### src/rtl/core/execute_argument_list_parser_assert.svh
// ---------------------------------------------------------------------------
// Assertion macros used by the execute argument list parser RTL.
// ---------------------------------------------------------------------------
`ifndef EXECUTE_ARGUMENT_LIST_PARSER_ASSERT_SVH
`define EXECUTE_ARGUMENT_LIST_PARSER_ASSERT_SVH

// Same-cycle implication, sampled on clk, off during reset.
`define EAL_ASSERT_NOW(lbl, ante, cons, msg) \
  lbl: assert property (@(posedge clk) disable iff (!rst_n) (ante) |-> (cons)) \
    else $error(msg);

// Next-cycle implication, sampled on clk, off during reset.
`define EAL_ASSERT_NEXT(lbl, ante, cons, msg) \
  lbl: assert property (@(posedge clk) disable iff (!rst_n) (ante) |=> (cons)) \
    else $error(msg);

`endif

### src/rtl/core/eal_pkg.sv
// ---------------------------------------------------------------------------
// eal_pkg
// Types, character constants and helpers for the argument list parser.
// ---------------------------------------------------------------------------
`default_nettype none

package eal_pkg;

  localparam int unsigned OUT_DEPTH = 3;

  localparam logic [7:0] CH_COMMA = 8'h2C;
  localparam logic [7:0] CH_QUOTE = 8'h27;
  localparam logic [7:0] CH_EQUAL = 8'h3D;
  localparam logic [7:0] CH_BANG  = 8'h21;
  localparam logic [7:0] CH_ZERO  = 8'h30;
  localparam logic [7:0] CH_NINE  = 8'h39;
  localparam logic [7:0] CH_NUL   = 8'h00;

  typedef enum logic [2:0] {
    PH_ARG          = 3'd0,
    PH_AFTER_DIGIT  = 3'd1,
    PH_EXPECT_QUOTE = 3'd2,
    PH_VALUE        = 3'd3,
    PH_AFTER_VALUE  = 3'd4,
    PH_END          = 3'd5,
    PH_ERROR        = 3'd6
  } phase_t;

  typedef enum logic [2:0] {
    EV_NONE    = 3'd0,
    EV_ARG     = 3'd1,
    EV_ARG_VAL = 3'd2,
    EV_BYTE    = 3'd3,
    EV_DONE    = 3'd4,
    EV_END     = 3'd5,
    EV_ERROR   = 3'd6
  } event_t;

  typedef struct packed {
    event_t      ev;
    logic [3:0]  arg;
    logic [7:0]  byte_val;
    logic        last;
  } result_t;

  // What one accepted item pushes into the result queue.
  typedef struct packed {
    logic    push;
    logic    two;
    result_t r0;
    result_t r1;
  } push_t;

  function automatic logic is_value_char(input logic [7:0] b);
    is_value_char = (b == CH_BANG)
                 || (b >= 8'h23 && b <= 8'h26)
                 || (b >= 8'h28 && b <= 8'h5B)
                 || (b >= 8'h5D && b <= 8'h7E);
  endfunction

  function automatic result_t mk_result(input event_t ev, input logic [3:0] arg,
                                        input logic [7:0] b, input logic last);
    result_t r;
    r.ev       = ev;
    r.arg      = arg;
    r.byte_val = b;
    r.last     = last;
    mk_result  = r;
  endfunction

endpackage

`default_nettype wire

### src/rtl/core/eal_parse_fsm.sv
// ---------------------------------------------------------------------------
// eal_parse_fsm
// Phase register and per-byte decode; emits one or two results per item.
// ---------------------------------------------------------------------------
`default_nettype none

module eal_parse_fsm
  import eal_pkg::*;
(
  input  wire logic       clk,
  input  wire logic       rst_n,
  input  wire logic       accept,
  input  wire logic [7:0] data_byte,
  input  wire logic       end_of_input,
  input  wire logic       first_of_message,
  output push_t           push_o
);

  phase_t     phase_r, phase_nxt;
  logic [3:0] digit_r, digit_nxt;

  phase_t     cur;
  logic [3:0] cur_digit;
  logic       eom;
  logic       is_digit;

  // A new message restarts the parse before this byte is looked at.
  assign cur       = first_of_message ? PH_ARG : phase_r;
  assign cur_digit = first_of_message ? 4'd0 : digit_r;
  assign eom       = end_of_input || (data_byte == CH_NUL);
  assign is_digit  = (data_byte >= CH_ZERO) && (data_byte <= CH_NINE);

  // next state
  always_comb begin
    phase_nxt = PH_ERROR;
    digit_nxt = cur_digit;
    unique case (cur)
      PH_ARG: begin
        if (eom) begin
          phase_nxt = PH_END;
        end else if (is_digit) begin
          phase_nxt = PH_AFTER_DIGIT;
          digit_nxt = data_byte[3:0];
        end
      end
      PH_AFTER_DIGIT: begin
        if (eom) begin
          phase_nxt = PH_END;
        end else if (data_byte == CH_COMMA) begin
          phase_nxt = PH_ARG;
        end else if (data_byte == CH_EQUAL) begin
          phase_nxt = PH_EXPECT_QUOTE;
        end
      end
      PH_EXPECT_QUOTE: begin
        if (!eom && data_byte == CH_QUOTE) phase_nxt = PH_VALUE;
      end
      PH_VALUE: begin
        if (!eom && is_value_char(data_byte)) begin
          phase_nxt = PH_VALUE;
        end else if (!eom && data_byte == CH_QUOTE) begin
          phase_nxt = PH_AFTER_VALUE;
        end
      end
      PH_AFTER_VALUE: begin
        if (eom) begin
          phase_nxt = PH_END;
        end else if (data_byte == CH_COMMA) begin
          phase_nxt = PH_ARG;
        end
      end
      PH_END:   phase_nxt = PH_END;
      default:  phase_nxt = PH_ERROR;
    endcase
  end

  // outputs
  always_comb begin
    push_o.push = accept;
    push_o.two  = 1'b0;
    push_o.r0   = mk_result(EV_ERROR, 4'd0, 8'd0, 1'b1);
    push_o.r1   = mk_result(EV_END, 4'd0, 8'd0, 1'b1);
    unique case (cur)
      PH_ARG: begin
        if (eom) begin
          push_o.r0 = mk_result(EV_END, 4'd0, 8'd0, 1'b1);
        end else if (is_digit) begin
          push_o.r0 = mk_result(EV_NONE, 4'd0, 8'd0, 1'b1);
        end
      end
      PH_AFTER_DIGIT: begin
        if (eom) begin
          push_o.two = 1'b1;
          push_o.r0  = mk_result(EV_ARG, cur_digit, 8'd0, 1'b0);
        end else if (data_byte == CH_COMMA) begin
          push_o.r0 = mk_result(EV_ARG, cur_digit, 8'd0, 1'b1);
        end else if (data_byte == CH_EQUAL) begin
          push_o.r0 = mk_result(EV_NONE, 4'd0, 8'd0, 1'b1);
        end
      end
      PH_EXPECT_QUOTE: begin
        if (!eom && data_byte == CH_QUOTE) begin
          push_o.r0 = mk_result(EV_ARG_VAL, cur_digit, 8'd0, 1'b1);
        end
      end
      PH_VALUE: begin
        if (!eom && is_value_char(data_byte)) begin
          push_o.r0 = mk_result(EV_BYTE, 4'd0, data_byte, 1'b1);
        end else if (!eom && data_byte == CH_QUOTE) begin
          push_o.r0 = mk_result(EV_NONE, 4'd0, 8'd0, 1'b1);
        end
      end
      PH_AFTER_VALUE: begin
        if (eom) begin
          push_o.two = 1'b1;
          push_o.r0  = mk_result(EV_DONE, 4'd0, 8'd0, 1'b0);
        end else if (data_byte == CH_COMMA) begin
          push_o.r0 = mk_result(EV_DONE, 4'd0, 8'd0, 1'b1);
        end
      end
      PH_END:  push_o.r0 = mk_result(EV_END, 4'd0, 8'd0, 1'b1);
      default: push_o.r0 = mk_result(EV_ERROR, 4'd0, 8'd0, 1'b1);
    endcase
  end

  always_ff @(posedge clk) begin
    if (!rst_n) begin
      phase_r <= PH_ARG;
      digit_r <= 4'd0;
    end else if (accept) begin
      phase_r <= phase_nxt;
      digit_r <= digit_nxt;
    end
  end

endmodule

`default_nettype wire

### src/rtl/core/eal_out_queue.sv
// ---------------------------------------------------------------------------
// eal_out_queue
// Shifting result queue; takes up to two results a cycle, gives one.
// ---------------------------------------------------------------------------
`default_nettype none

`include "execute_argument_list_parser_assert.svh"

module eal_out_queue
  import eal_pkg::*;
#(
  parameter int unsigned DEPTH = OUT_DEPTH
) (
  input  wire logic  clk,
  input  wire logic  rst_n,
  input  wire push_t push_i,
  output logic       has_room,
  output logic       out_valid,
  input  wire logic  out_ready,
  output result_t    head
);

  localparam int unsigned CW = $clog2(DEPTH + 1);

  result_t         ent_r [DEPTH];
  result_t         ent_nxt [DEPTH];
  logic [CW-1:0]   cnt_r, cnt_nxt;
  logic [CW-1:0]   base;
  logic            pop;
  logic            pair;

  assign out_valid = (cnt_r != '0);
  assign pop       = out_valid && out_ready;
  assign head      = ent_r[0];
  // Room for a two-result item, regardless of what leaves this cycle.
  assign has_room  = (cnt_r <= CW'(DEPTH - 2));
  assign base      = cnt_r - CW'(pop);
  assign pair      = push_i.push && push_i.two;

  always_comb begin
    for (int i = 0; i < DEPTH; i++) begin
      if (pop && (i + 1 < DEPTH)) ent_nxt[i] = ent_r[(i + 1) % DEPTH];
      else                        ent_nxt[i] = ent_r[i];
      if (push_i.push && CW'(i) == base) ent_nxt[i] = push_i.r0;
      if (push_i.push && push_i.two && CW'(i) == base + CW'(1)) ent_nxt[i] = push_i.r1;
    end
    cnt_nxt = base + CW'(push_i.push) + CW'(push_i.push && push_i.two);
  end

  always_ff @(posedge clk) begin
    if (!rst_n) cnt_r <= '0;
    else        cnt_r <= cnt_nxt;
  end

  always_ff @(posedge clk) begin
    for (int i = 0; i < DEPTH; i++) ent_r[i] <= ent_nxt[i];
  end

  `EAL_ASSERT_NOW(a_cnt_bound, 1'b1, cnt_r <= CW'(DEPTH), "queue count over depth")
  `EAL_ASSERT_NOW(a_push_room, push_i.push, has_room, "push without room")
  `EAL_ASSERT_NOW(a_pair_last, pair, push_i.r1.last && !push_i.r0.last, "bad last flags on pair")
  `EAL_ASSERT_NEXT(a_pop_drain, pop && !push_i.push, cnt_r == $past(cnt_r) - CW'(1), "pop did not drain")

endmodule

`default_nettype wire

### src/rtl/core/execute_argument_list_parser.sv
// ---------------------------------------------------------------------------
// execute_argument_list_parser
// Byte-wise parser for a comma separated list of single-digit arguments
// with optional ='text' values.
// ---------------------------------------------------------------------------
// Input channel (in_valid/in_ready): one message byte per item, or an
// end-of-message marker; in_first_of_message restarts the parse.
// Result channel (out_valid/out_ready): one result per item, two when an
// argument or value is closed by end of message; out_last_of_run marks the
// final result of an item.
// The results of an item are written into the result queue on accept.
// Throughput: one item per cycle while the receiver takes results and each
// item gives one result; an item with two results gives them one after the
// other. The decode is a single pass from the phase register into a small
// result queue. in_ready is high while the queue has room for two results,
// so the next item is taken while earlier results still wait.
// Reset: the parser expects an argument digit and the queue is empty.
// Receiver stall: results stay queued and in_ready drops once fewer than
// two queue slots are free.
// ---------------------------------------------------------------------------
`default_nettype none

module execute_argument_list_parser
  import eal_pkg::*;
#(
  parameter int unsigned DEPTH = OUT_DEPTH
) (
  input  wire logic       clk,
  input  wire logic       rst_n,
  input  wire logic       in_valid,
  output logic            in_ready,
  input  wire logic [7:0] in_data_byte,
  input  wire logic       in_end_of_input,
  input  wire logic       in_first_of_message,
  output logic            out_valid,
  input  wire logic       out_ready,
  output logic [2:0]      out_event_res,
  output logic [3:0]      out_arg_number,
  output logic [7:0]      out_value_byte,
  output logic            out_last_of_run
);

  push_t   push;
  result_t head;

  eal_parse_fsm u_fsm (
    .clk              (clk),
    .rst_n            (rst_n),
    .accept           (in_valid && in_ready),
    .data_byte        (in_data_byte),
    .end_of_input     (in_end_of_input),
    .first_of_message (in_first_of_message),
    .push_o           (push)
  );

  eal_out_queue #(.DEPTH(DEPTH)) u_queue (
    .clk       (clk),
    .rst_n     (rst_n),
    .push_i    (push),
    .has_room  (in_ready),
    .out_valid (out_valid),
    .out_ready (out_ready),
    .head      (head)
  );

  assign out_event_res   = head.ev;
  assign out_arg_number  = head.arg;
  assign out_value_byte  = head.byte_val;
  assign out_last_of_run = head.last;

endmodule

`default_nettype wire

### config.mk
export PLATFORM = sky130hd
export DESIGN_NAME = execute_argument_list_parser
export DESIGN_NICKNAME = d
export VERILOG_FILES = /design/src/rtl/core/eal_pkg.sv /design/src/rtl/core/eal_parse_fsm.sv /design/src/rtl/core/eal_out_queue.sv /design/src/rtl/core/execute_argument_list_parser.sv
export VERILOG_INCLUDE_DIRS = /design/src /design/src/rtl/core
export SDC_FILE = /design/constraint.sdc
export NUM_CORES = 1
export LEC_CHECK = 0
export CORE_ASPECT_RATIO = 1.1
export CORE_MARGIN = 5
export CORE_UTILIZATION = 30
export CTS_CLUSTER_SIZE = 20
export DETAILED_ROUTE_END_ITERATION = 8
export DONT_BUFFER_PORTS = 1
export SLEW_MARGIN = 25
export SYNTH_ARGS = -nofsm -noshare
export SYNTH_HDL_FRONTEND = slang
export SYNTH_HIERARCHICAL = 1
export SYNTH_SLANG_ARGS = --single-unit
### constraint.sdc
create_clock -name clk -period 3.7 [get_ports clk]
set_input_delay 0.74 -clock clk [delete_from_list [all_inputs] [get_ports clk]]
set_output_delay 0.74 -clock clk [all_outputs]
set_load 0.01 [all_outputs]
; After elaboration in Yosys (flattened, before gate mapping)
; Memories as Yosys holds them, arrays and structs flattened.
; Index checks and enable logic that the tools add are counted.
[totals]
regBits = 9
latch_bits = 0
ramBits = 48
rom_bits = 0
out_inout_bits = 18
wordCells = 93
memories = 1
[classes]
addsub = 4
n_mul = 0
div = 0
magnitude_cmp = 9
n_eq_ne = 13
shift = 0
muxes = 37
bitwise_logic = 0
reduce_logical = 26
[memory_table]
columns = memory, words, word_bits, rd, rd_clocked_by_memory_dff, write_ports, line_no
row1 = u_queue.ent_r, 3, 16, 3, 0, 3, eal_out_queue.sv:25  ; result_t ent_r [DEPTH];
[op_table]
columns = operator, n
row1 = two-way mux 16 bit, 16
row2 = case mux 16 bit (6 select lines), 1
row3 = "equality test 8 x 6 -> 1 bit, second input constant", 4
row4 = two-way mux 15 bit, 2
row5 = two-way mux 3 bit, 10
row6 = ">= comparator 8 x 6 -> 1 bit, second input constant", 3
row7 = case mux 3 bit (6 select lines), 1
row8 = "less-or-equal comparator 8 x 6 -> 1 bit, second input constant", 2
row9 = "less-or-equal comparator 8 x 7 -> 1 bit, second input constant", 2
row10 = two-way mux 4 bit, 4
row11 = logical AND 1 bit, 15
row12 = ">= comparator 8 x 7 -> 1 bit, second input constant", 1
row13 = zero test 8 bit, 1
row14 = "equality test 3 x 2 -> 1 bit, second input constant", 2
row15 = "equality test 3 bit, second input constant", 2
row16 = adder 2 x 1 -> 2 bit, 2
row17 = "equality test 1 x 2 -> 1 bit, first input constant", 2
row18 = "equality test 2 bit, first input constant", 2
row19 = zero test 2 bit, 2
row20 = logical OR 1 bit, 4
row21 = "equality test 3 x 1 -> 1 bit, second input constant", 1
row22 = zero test 3 bit, 1
row23 = "adder 2 x 1 -> 2 bit, second input constant", 1
row24 = "less-or-equal comparator 2 x 1 -> 1 bit, second input constant", 1
row25 = other kinds (6), 7

; Depth between registers and ports, before layout
; Gate-level depths: netlist (run 1).
[depth]
depth_word = 10
mapped_depth = 9

; Modules after synthesis
; The synthesis (run 1) kept the hierarchy.
[by_module_without_submodules]
columns = module, instances, cells_per_inst, area_each_um2, seq_area_each_um2
row1 = eal_out_queue, 1, 186, 2611.3, 1481.4
row2 = eal_parse_fsm, 1, 137, 984.7, 140.1
row3 = execute_argument_list_parser, 1, 1, 6.3, 0.0

; Least setup slack after synthesis (run 1)
; No wires, ideal clock.
[synth_timing]
path_kind = input port to flip-flop
startpoint = input in_data_byte[3]
endpoint = memory u_queue/ent_r[0][32] in the netlist's numbering, enable pin
setup_time_ns = 0.367
t_arrival_ns = 3.059
slack_ns = 0.274
stages = 8
n_path_buf = 2
path_cell_list = buf_6 -> or3_4 -> o41ai_4 -> nor2b_1 -> nand2_1 -> nor3_4 -> buf_2 -> a21o_1
[synth_lines]
columns = item, line_no
row1 = "start, declared", execute_argument_list_parser.sv:32  ; input wire logic [7:0] in_data_byte,
row2 = "end, declared", eal_out_queue.sv:25

==> results of run 1 <==
-- registers in the layout, summed over array words and instances (netlist names) --
name           cells
u_fsm/phase_r      3
u_queue/cnt_r      2
u_queue/ent_r     48
u_fsm/digit_r      4
-- path summary, 6_finish.rpt --
| kind | endpoint | cells past startpoint | startpoint |
|---|---|---|---|
| worst max-delay path | u_queue/ent_r[0][7]$_DFFE_PP_ | 8 | u_queue/cnt_r[1]$_SDFF_PN0_ |
| worst min-delay path | u_fsm/digit_r[0]$_SDFFE_PN0P_ | 1 | u_fsm/digit_r[0]$_SDFFE_PN0P_ |
| worst min register to register | u_fsm/digit_r[0]$_SDFFE_PN0P_ | 1 | u_fsm/digit_r[0]$_SDFFE_PN0P_ |
| worst max register to register | u_queue/ent_r[0][7]$_DFFE_PP_ | 8 | u_queue/cnt_r[1]$_SDFF_PN0_ |
-- where the power goes --
group          internal [mW]  switching (mW)  total (mW)  leakage, nW
Sequential              1.06           0.145        1.20        0.526
Combinational          0.376           0.562       0.938        0.767
Clock                  0.465           0.271       0.736        0.136
Total                   1.90           0.977        2.87         1.43
-- Yosys cell counts, drive strengths merged, types with 2 or more instances --
master   instances  share of area, %
a32o             4               1.1
buf             44               8.9
ha               2              0.69
or3b             2              0.49
nand2           11               1.1
or3             19               3.7
mux2            16               5.0
nand3            5              0.69
o21ai            7               1.1
inv              9              0.94
and3            26               4.7
a221o           18               5.0
a21oi            4              0.56
a31oi            4              0.87
edfxtp          48                40
o2111ai          2              0.49
xor2             2               1.0
and2             8               1.4
nor2b            2              0.35
o221a           16               5.0
clkbuf          11               1.2
dfxtp            9               5.0
nor3b            2              0.42
nor2            12               1.3
nor3             6               1.1
conb             2              0.21
o22ai            3              0.52
a21boi           2              0.42
nand2b           9               1.6
-- per-layer routing --
| metal | vias up | routed length (um) | track usage (%) |
|---|---|---|---|
| li1 | 1181 | - | - |
| met1 | 1195 | 3580 | 14.9 |
| met2 | 71 | 3950 | 19.2 |
| met3 | 10 | 581 | 3.84 |
| met4 | 0 | 106 | 4.40 |
| met5 | - | 0 | 0 |
-- kinds of logic after synthesis --
logic type      Yosys count  share of synthesized area [%]
simple gates            110                           18.6
compound gates           69                           17.8
buf+inv                  64                           11.0
flops                    57                           45.0
mux                      17                           5.38
xor+xnor                  3                           1.25
fa+ha+maj                 2                          0.695
other cells               2                          0.208
-- layout make-up --
| type | instances | area (um^2) | share of cell area (%) |
|---|---|---|---|
| inverter | 9 | 33.8 | 0.881 |
| clock inverter | 4 | 20.0 | 0.522 |
| sequential | 57 | 1620 | 42.3 |
| multi-input combinational | 218 | 1640 | 42.7 |
| tap | 154 | 193 | 5.02 |
| clock buffer | 12 | 246 | 6.43 |
| timing repair buffer | 11 | 82.6 | 2.15 |
-- stage by stage --
stage               area, um^2  setup WS [ps]  instances  power (mW)
detailed placement        3570            332        449        2.17
floorplan                 3660            274        339        2.06
finish                    3840            369        465        2.87
global route              3840           9.64        465        3.05
global placement          3570            332        449        2.15
CTS                       3840            340        465        2.92
-- worst reg2reg max path: stages (launching register included) --
cell	delay, ps
dfxtp_1	370
or2_2	340
nand2_1	120
inv_1	50
ha_1	260
xor2_4	700
mux2i_2	880
nand2_1	100
buf_4	240
==> metrics.md, run 1 <==
| Metric | Value |
|---|---|
| Syn avg cell area | `11.1 um^2` |
| Total gr overflow | `0` |
| Fin util | `32.2%` |
| Hold buffers post-CTS | `0` |
| Total Wirelength | `8220 um` |
| GRT Total Usage | `12.0%` |
| Later-pin clock latency in the skew report | `330 ps` |
| Inserted Diodes | `0` |
| Cell count after synthesis | `324` |
| Chip height | `125 um` |
| Root Driver | `clkbuf_16` |
| PD cells | `749 mW/mm^2` |
| Hold Vio Cnt, Final | `0` |
| CTS tree | `yes` |
| Initial core utilization | `30.2%` |
| Max-Slew Margin vs Limit | `36.3%` |
| # setup viols final | `0` |
| Fraction of registers with async set/reset | `0%` |
| Max_cap viols | `0` |
| P&R area growth vs syn | `6.50%` |
| Largest delay contributor family on the critical path | `multiplexers` |
| Number of synthesized flops with an enable pin | `48` |
| Netlist cell types | `61` |
| Hold Path Class | `reg -> reg` |
| Seq/Total Area, Yosys | `45.0%` |
| Clock edge transition at the registers on the reported setup and hold paths | `50 ps` |
| Worst EP required | `3770 ps` |
| Placer Congestion | `0.818` |
| Fillers | `1203` |
| Pin count of the biggest net entering global routing | `36` |
| Hold slack | `493 ps` |
| CTS buffer count | `9` |
| Most common cell on crit path | `nand2_1` |
| Initial DRC count | `191` |
| Pleak | `1.43 nW` |
| CTS resizes | `0` |
| Startpoint types | `flop` |
| Area of the core | `0.0119 mm^2` |
| I/O Buffers | `0` |
| Post-synthesis cell area | `0.00360 mm^2` |
| Critical Path Slowest Stage Cell | `mux2i_2` |
| Most common cell after layout, fill and taps aside | `edfxtp_1` |
| Setup TNS | `0 ps` |
| Vias in the first global route | `2503` |
| Final ANT Viol Nets | `0` |
| Clk_skew | `9.41 ps` |
| Row count | `42` |
| #FFs+latches synth | `57` |
| Layout cells sized above 1 | `20.6%` |
| Wire per inst | `17.7 um` |
| Worst-margin pin slew | `937 ps` |
| CP Buf/Inv Count | `2` |
| Period Utilization, post-route | `90.0%` |
| Post-CTS Setup Repair Bufs | `0` |
| Vias | `2457` |
| Count of nets after finishing | `322` |
| Most frequent cells in the layout | `edfxtp_1, and3_1, a221o_1` |
| Yosys warning count | `6` |
| DR vias/cell | `5.28` |
| Crit path max fanout | `35` |
| DP HPWL | `5870 um` |
| Die width | `114 um` |
| Crit Path Class | `reg -> reg` |
| Outcome | `completed` |
| Clock buffer depth | `2` |
| Minimum clock period | `3330 ps` |
| CP Cell Sequence | `or2_2 > nand2_1 > inv_1 > ha_1 > xor2_4 > mux2i_2 > nand2_1 > buf_4` |
| RSZ-0062 raised after global routing | `false` |
| Worst ir drop on vdd | `0.270 mV` |
| Slowest stage delay, CP | `870 ps` |
| Fin. max-slew vios | `0` |
| Reg2Reg Setup Slack | `370 ps` |
| Initial antenna violation count | `0` |
| Residual DRC | `0` |
| Number of detailed-route iterations in the first pass | `4` |
| CP Capture Type | `flop` |
| Critical Path AT | `3400 ps` |
| I/O pin total | `32` |
| Ys flop type | `edfxtp_1` |
| Die area | `0.0143 mm^2` |
| H-tree levels | `3` |
| Max Fclk | `300 MHz` |
| First-pass GRT wire length | `13300 um` |
| Clock tree sinks | `57` |
Note: power is estimated with default switching activity, not from simulation.
==> run 2: changes to the inputs <==
clock period = 3.8 ns   (was 3.7 ns; I/O delays follow)
==> metrics.md, run 2 (synthesized netlist as in run 1, its figures left out) <==
| Metric | Value |
|---|---|
| Chip height | `125 um (unchanged)` |
| R2R Path Start | `u_queue/cnt_r[1]$_SDFF_PN0_` |
| Initial antenna violation count | `0 (unchanged)` |
| Layout cells sized above 1 | `20.0% (-0.58 points)` |
| Placer Congestion | `0.837 (+2.2%)` |
| PD cells | `731 mW/mm^2 (-2.5%)` |
| Initial core utilization | `30.2% (unchanged)` |
| Root Driver | `clkbuf_16` |
| I/O pin total | `32 (unchanged)` |
| Worst-margin pin slew | `869 ps (-68.1 ps)` |
| Total Wirelength | `8150 um (-0.86%)` |
| CTS tree | `yes` |
| Number of detailed-route iterations in the first pass | `4 (unchanged)` |
| CTS buffer count | `9 (unchanged)` |
| Largest register by flop count | `u_queue/ent_r` |
| P&R area growth vs syn | `6.18%` |
| Slowest stage delay, CP | `740 ps (-130 ps)` |
| DR vias/cell | `5.23 (-1.1%)` |
| Clock edge transition at the registers on the reported setup and hold paths | `50 ps (about the same)` |
| Worst slack at placement | `529 ps (+197 ps)` |
| Largest register FFs | `48 (unchanged)` |
| Wire per inst | `17.6 um (-0.65%)` |
| I/O Buffers | `0 (unchanged)` |
| Hold Path Class | `reg -> reg` |
| # setup viols final | `0 (unchanged)` |
| Outcome | `completed` |
| Total gr overflow | `0 (unchanged)` |
| Minimum clock period | `3150 ps (-184 ps)` |
| Final ANT Viol Nets | `0 (unchanged)` |
| Area of the core | `0.0119 mm^2 (unchanged)` |
| Max_cap viols | `0 (unchanged)` |
| CTS resizes | `0 (unchanged)` |
| Pleak | `1.41 nW (-1.0%)` |
| Max Fclk | `318 MHz (+5.9%)` |
| H-tree levels | `3 (unchanged)` |
| Setup TNS | `0 ps (unchanged)` |
| Worst ir drop on vdd | `0.336 mV (+25%)` |
| Final Cell Area | `0.00382 mm^2 (-0.29%)` |
| DP HPWL | `5640 um (-3.9%)` |
| Clk_skew | `6.18 ps (-3.23 ps)` |
| FF-to-FF End | `u_queue/ent_r[0][4]$_DFFE_PP_` |
| Period Utilization, post-route | `82.8% (-7.2 points)` |
| Inserted Diodes | `0 (unchanged)` |
| Reg2Reg Setup Slack | `650 ps (+280 ps)` |
| CP Cell Sequence | `or2_2 > nand2_1 > inv_1 > ha_1 > xor2_4 > mux2i_2 > buf_4 > a221o_1` |
| Clock buffer depth | `2 (unchanged)` |
| Max-Slew Margin vs Limit | `42.0% (+5.7 points)` |
| Most frequent cells in the layout | `edfxtp_1, and3_1, a221o_1` |
| Critical Path Slowest Stage Cell | `xor2_4` |
| Residual DRC | `0 (unchanged)` |
| Later-pin clock latency in the skew report | `330 ps (about the same)` |
| Hold buffers post-CTS | `0 (unchanged)` |
| Clock tree sinks | `57 (unchanged)` |
| Die area | `0.0143 mm^2 (unchanged)` |
| Vias | `2425 (-1.3%)` |
| Die width | `114 um (unchanged)` |
| Largest regs | `u_queue/ent_r (48), u_fsm/digit_r (4), u_fsm/phase_r (3)` |
| Startpoint types | `flop` |
| Vias in the first global route | `2301 (-8.1%)` |
| Placed cell area | `0.00356 mm^2 (-0.21%)` |
| First-pass GRT wire length | `13000 um (-2.2%)` |
| Hold Vio Cnt, Final | `0 (unchanged)` |
| Crit path max fanout | `35 (unchanged)` |
| Initial DRC count | `141 (-26%)` |
| Hold path startpoint | `u_fsm/digit_r[0]$_SDFFE_PN0P_` |
| Post-CTS Setup Repair Bufs | `0 (unchanged)` |
| GRT Total Usage | `11.6% (-0.35 points)` |
| Row count | `42 (unchanged)` |
| CP Capture Type | `flop` |
| PnR worst setup slack | `653 ps (+284 ps)` |
| Count of nets after finishing | `321 (-0.31%)` |
| Worst EP required | `3990 ps (+220 ps)` |
| Most common cell after layout, fill and taps aside | `edfxtp_1` |
| Crit Path Class | `reg -> reg` |
| RSZ-0062 raised after global routing | `false` |
| Pin count of the biggest net entering global routing | `36 (unchanged)` |
| Reg2reg path depth | `8 (unchanged)` |
| WHS Endpoint | `u_fsm/digit_r[0]$_SDFFE_PN0P_` |
| Critical Path AT | `3340 ps (-60 ps)` |
| Fin. max-slew vios | `0 (unchanged)` |
| Cell count of the worst hold path | `1 (unchanged)` |
run 2: metrics by stage:
stage | hold slack [ps] | power [mW] | utilization [%] | std cells
global placement | 482 | 2.11 | 29.9 | 448
global route | 539 | 2.95 | 32.1 | 464
floorplan | 460 | 2.00 | - | 339
CTS | 503 | 2.84 | 32.1 | 464
detailed placement | 491 | 2.12 | 29.9 | 448
finish | 499 | 2.80 | 32.1 | 464
run 2: how the worst max path moves through the flow:
stage                                start                              to  depth (start not counted)
5_1_grt        u_queue/cnt_r[1]$_SDFF_PN0_  u_queue/ent_r[0][13]$_DFFE_PP_                          8
3_5_place_dp               in_data_byte[2]  u_queue/ent_r[0][32]$_DFFE_PP_                          7
6_report       u_queue/cnt_r[1]$_SDFF_PN0_   u_queue/ent_r[0][4]$_DFFE_PP_                          8
3_3_place_gp               in_data_byte[2]  u_queue/ent_r[0][32]$_DFFE_PP_                          7
4_1_cts        u_queue/cnt_r[1]$_SDFF_PN0_   u_queue/ent_r[0][4]$_DFFE_PP_                          8
2_1_floorplan              in_data_byte[3]  u_queue/ent_r[0][32]$_DFFE_PP_                          8
run 2: layout make-up:
| type | instances | area, um^2 |
|---|---|---|
| inverters | 9 | 33.8 |
| clock buffers | 9 | 225 |
| multi-input cells | 218 | 1640 |
| well taps | 154 | 193 |
| flip-flops and latches | 57 | 1620 |
| clock inverters | 7 | 37.5 |
| fillers | 1171 | 8100 |
| repair buffers | 10 | 75.1 |
run 2: report_power, final:
part           switching, mW  internal (mW)
sequential             0.135           1.03
clock                  0.272          0.431
combinational          0.561          0.369
total                  0.968           1.83
run 2: per-layer routing:
| metal | track usage [%] | vias up | part of all wire [%] |
|---|---|---|---|
| met5 | 0 | - | 0 |
| met4 | 3.14 | 0 | 1.1 |
| met3 | 4.42 | 9 | 6.0 |
| met2 | 17.2 | 62 | 47 |
| met1 | 15.8 | 1183 | 46 |
| li1 | - | 1171 | - |
run 2: critical path: cells and delay by family, from the launching register on:
| family | cells | cell delay (ps) |
|---|---|---|
| compound gates | 1 | 170 |
| xor+xnor | 1 | 740 |
| fa+ha+maj | 1 | 260 |
| buf+inv | 2 | 340 |
| flops | 1 | 390 |
| mux | 1 | 600 |
| simple gates | 2 | 500 |
